**config.mk**
```make
export PLATFORM = sky130hd
export DESIGN_NAME = fat12te_ram
export DESIGN_NICKNAME = d
export VERILOG_FILES = /design/src/rtl/fat12te_ram.sv
export SDC_FILE = /design/constraint.sdc
export NUM_CORES = 1
export LEC_CHECK = 0
export BUFFER_PORTS_ARGS = -buffer_cell sky130_fd_sc_hd__buf_2
export CORE_ASPECT_RATIO = 0.75
export CORE_MARGIN = 4
export CORE_UTILIZATION = 45
export CTS_CLUSTER_SIZE = 30
export DETAILED_ROUTE_END_ITERATION = 12
export SKIP_CTS_REPAIR_TIMING = 1
export SLEW_MARGIN = 25
export SYNTH_ARGS = -nofsm -noshare
export SYNTH_HDL_FRONTEND = slang
export SYNTH_SLANG_ARGS = --single-unit
```
**constraint.sdc**
```tcl
create_clock -name clk -period 5.1 [get_ports clk]
set_input_delay 0.255 -clock clk [delete_from_list [all_inputs] [get_ports clk]]
set_output_delay 0.255 -clock clk [all_outputs]
set_load 0.1 [all_outputs]
```
**src/rtl/fat12te_ram.sv**
```systemverilog
// fat12te_ram: simple dual-port synchronous ram, one write and one read port
// read data registered, valid in the cycle after the address; no dependencies
module fat12te_ram #(
    parameter int DEPTH = 64,
    parameter int WIDTH = 12
) (
    input  logic                                   clk,
    input  logic                                   we,
    input  logic [(DEPTH > 1 ? $clog2(DEPTH) : 1)-1:0] waddr,
    input  logic [WIDTH-1:0]                       wdata,
    input  logic [(DEPTH > 1 ? $clog2(DEPTH) : 1)-1:0] raddr,
    output logic [WIDTH-1:0]                       rdata
);
    logic [WIDTH-1:0] mem [DEPTH];

    always_ff @(posedge clk)
    begin
        if (we)
        begin
            mem[waddr] <= wdata;
        end
        rdata <= mem[raddr];
    end
endmodule

```
==> impl_metrics.yaml <==
synthesis:
  yosysTopAreaCell: "edfxtp_1"
  synth_area_leaders: "edfxtp_1 77%, mux4_2 14%, nor2_1 0.93%"
  syn_nets: 1365
  yosysWarnings: 0
  synth.most_common_cell: "edfxtp_1"
  async_flop_share: 0
  synth_top_area_frac: 0.7726
  postSynthAreaPerCell_um2: 22.29
  synth_seq_cells: 780
  ys_types: 35
  synthCells: 1339
  seq_area_frac_synth: 0.7806
  netlist_area_um2: 29850
  synth_edf_count: 768
  ys_top_cells_by_count: "768 x edfxtp_1, 192 x mux4_2, 74 x nor2_1"
  synth_flop_cell: "edfxtp_1"
layout:
  seq_area_um2: 23300
  fillers: 5167
  layout.cells.non_filler: 2393
  finalInstanceArea_um2: 33820
  multi_input_area_um2: 6162
  areaGrowthSynthToFinish_pct: 13.29
  fin_nets: 1486
  layout-drive-gt1-share: 0.2893
sta:
  tns_ns: 0
  finalMaxSlewViolations: 0
  period_needed_ns: 2.480
  hold_viol: 0
  rsz0062_at_grt: "no"
  finClkSkew_ns: 0.02064
  worst_pin_slew_ns: 1.023
  fin_crit_sh: 0.4862
  maxSlewHeadroom: 0.3168
  fmax_mhz: 403.3
  setup_viol: 0
worst_setup_path:
  reg2reg_slack_ns: 3.01
  critPathSlowestCell: "buf_4"
  critPathKind: "in2reg"
  timing.critical_path.from: "raddr[0]"
  critPathCapture: "rdata[4]"
  reg2reg_to: "rdata[10]"
  critical_path.max_fanout: 65
  start_kind: "input pin"
  rr_startpoint: "mem[4][10]"
  required_ns: 5.63
  path_cells: "buf_8, buf_4, mux4_2, o22ai_1, a211oi_1, o221ai_1, o31ai_1"
  end_kind: "flop"
  arrival_ns: 3.01
  rr_worst_depth: 5
  crit_path_max_incr_delay_ns: 0.62
global_route:
  grt_pass1_wl_um: 105900
  antenna_found_initial: 5
  grt_max_degree: 77
  grt_pass1_vias: 14420
  grtUsageTotal: 0.2099
  overflow: 0
place:
  place_hpwl_um: 43520
  placed_area_um2: 31390
  io_buffers: 37
  place_congestion: 0.8332
  placedCellCount: 2255
floorplan:
  num_rows: 81
  dieArea_um2: 70560
  die_w_um: 305.4
  start_util: 0.4559
  die_h_um: 231.1
  ios: 38
  core_area_um2: 65470
routing:
  ant_nets: 0
  dr.pass1.iters: 5
  post_drt_wl_per_cell_um: 30.72
  drt_first_iter_violations: 1815
  routed_via_density: 6.003
  drc: 0
  routed_wl_um: 73520
  num_vias: 14370
clock_tree:
  numCtsBuffers: 74
  cts_root_buf: "clkbuf_16"
  htreeDepth: 3
  cts.clk_slew.worst_paths_ns: 0.06
  clock_latency_ns: 0.62
  cts_buffer_depth: 3
  cts.sinks: 780
  cts_tree: "yes"
pwr:
  power_leakage_nw: 10.55
  vdd_drop_max_mv: 0.3901
  powerDensity_nw_per_um2: 396.1
  power_mw: 13.40
worst_hold_path:
  hp-class: "in2reg"
run:
  drv_cap: 0
status:
  outcome: "finished, final reports clean"
-- how the worst min path moves through the flow --
stage / start / to / depth (start not counted)
2_1_floorplan: wdata[0] / mem[0][0] / 0
3_3_place_gp: rdata[9] / rdata[9] / 1
3_5_place_dp: rdata[9] / rdata[9] / 1
4_1_cts: wdata[9] / mem[41][9] / 1
5_1_grt: wdata[9] / mem[42][9] / 1
6_report: wdata[9] / mem[40][9] / 1
-- per-stage QoR --
step,hold WS [ns],util,setup slack [ns]
finish,0.2358,0.5165,2.620
detailed placement,0.8143,0.4795,1.989
CTS,0.2414,0.5165,2.634
global placement,0.8118,0.4791,1.954
global route,0.2418,0.5165,2.476
floorplan,0.3539,-,3.061
-- layout make-up --
class,instances,area share
Multi-Input combinational cell,486,0.1822
Sequential cell,780,0.6891
Clock buffer,92,0.05857
Clock inverter,45,0.01302
Antenna cell,1,0.00007400
Timing Repair Buffer,118,0.02483
Tap cell,871,0.03223
-- per-layer routing --
layer,up-vias,part of all wire,track usage
met1,7633,0.43,0.3271
met2,704,0.44,0.2939
li1,5927,-,-
met3,97,0.11,0.06002
met5,-,0.0024,0.01573
met4,4,0.019,0.04802
-- placed cells by master, fill, tap and decap left out, types with 7 or more instances in the layout --
cell type,n
a31oi_1,9
clkinv_1,17
a211oi_1,12
nor2_1,64
a22oi_1,9
mux2_2,7
mux2i_1,20
dfxtp_1,12
o221ai_1,16
mux4_2,192
nor2_2,10
a21oi_1,10
o21ai_0,11
nor2b_1,14
nand3_1,14
bufinv_16,8
nand2b_1,21
clkbuf_16,75
o22ai_1,23
nand2_1,14
edfxtp_1,768
nor3_1,8
clkinv_2,13
buf_2,33
buf_4,81
clkbuf_1,13
-- worst max-delay path: cells and delay by family --
| kind | cells | cell delay [ns] |
|---|---|---|
| AOI/OAI and AO/OA | 4 | 1.15 |
| muxes | 1 | 0.35 |
| buffers and inverters | 2 | 1.20 |
-- cell families after synthesis --
group                  Yosys count  synth area share
AOI/OAI and AO/OA              109           0.02590
DFF                            780            0.7806
and+or+nand+nor                158           0.02490
buffers and inverters           73           0.01438
muxes                          219            0.1542
-- state kept, by name (all words and copies together) (netlist names) --
register  flops
mem         768
rdata        12
-- where the power goes --
group | switching [mW] | leakage [nW] | internal [mW] | total, mW
combinational | 0.519 | 2.35 | 0.234 | 0.753
clock | 2.34 | 1.19 | 3.18 | 5.52
sequential | 0.0291 | 7.01 | 7.09 | 7.12
(Power assumes the default switching activity.)
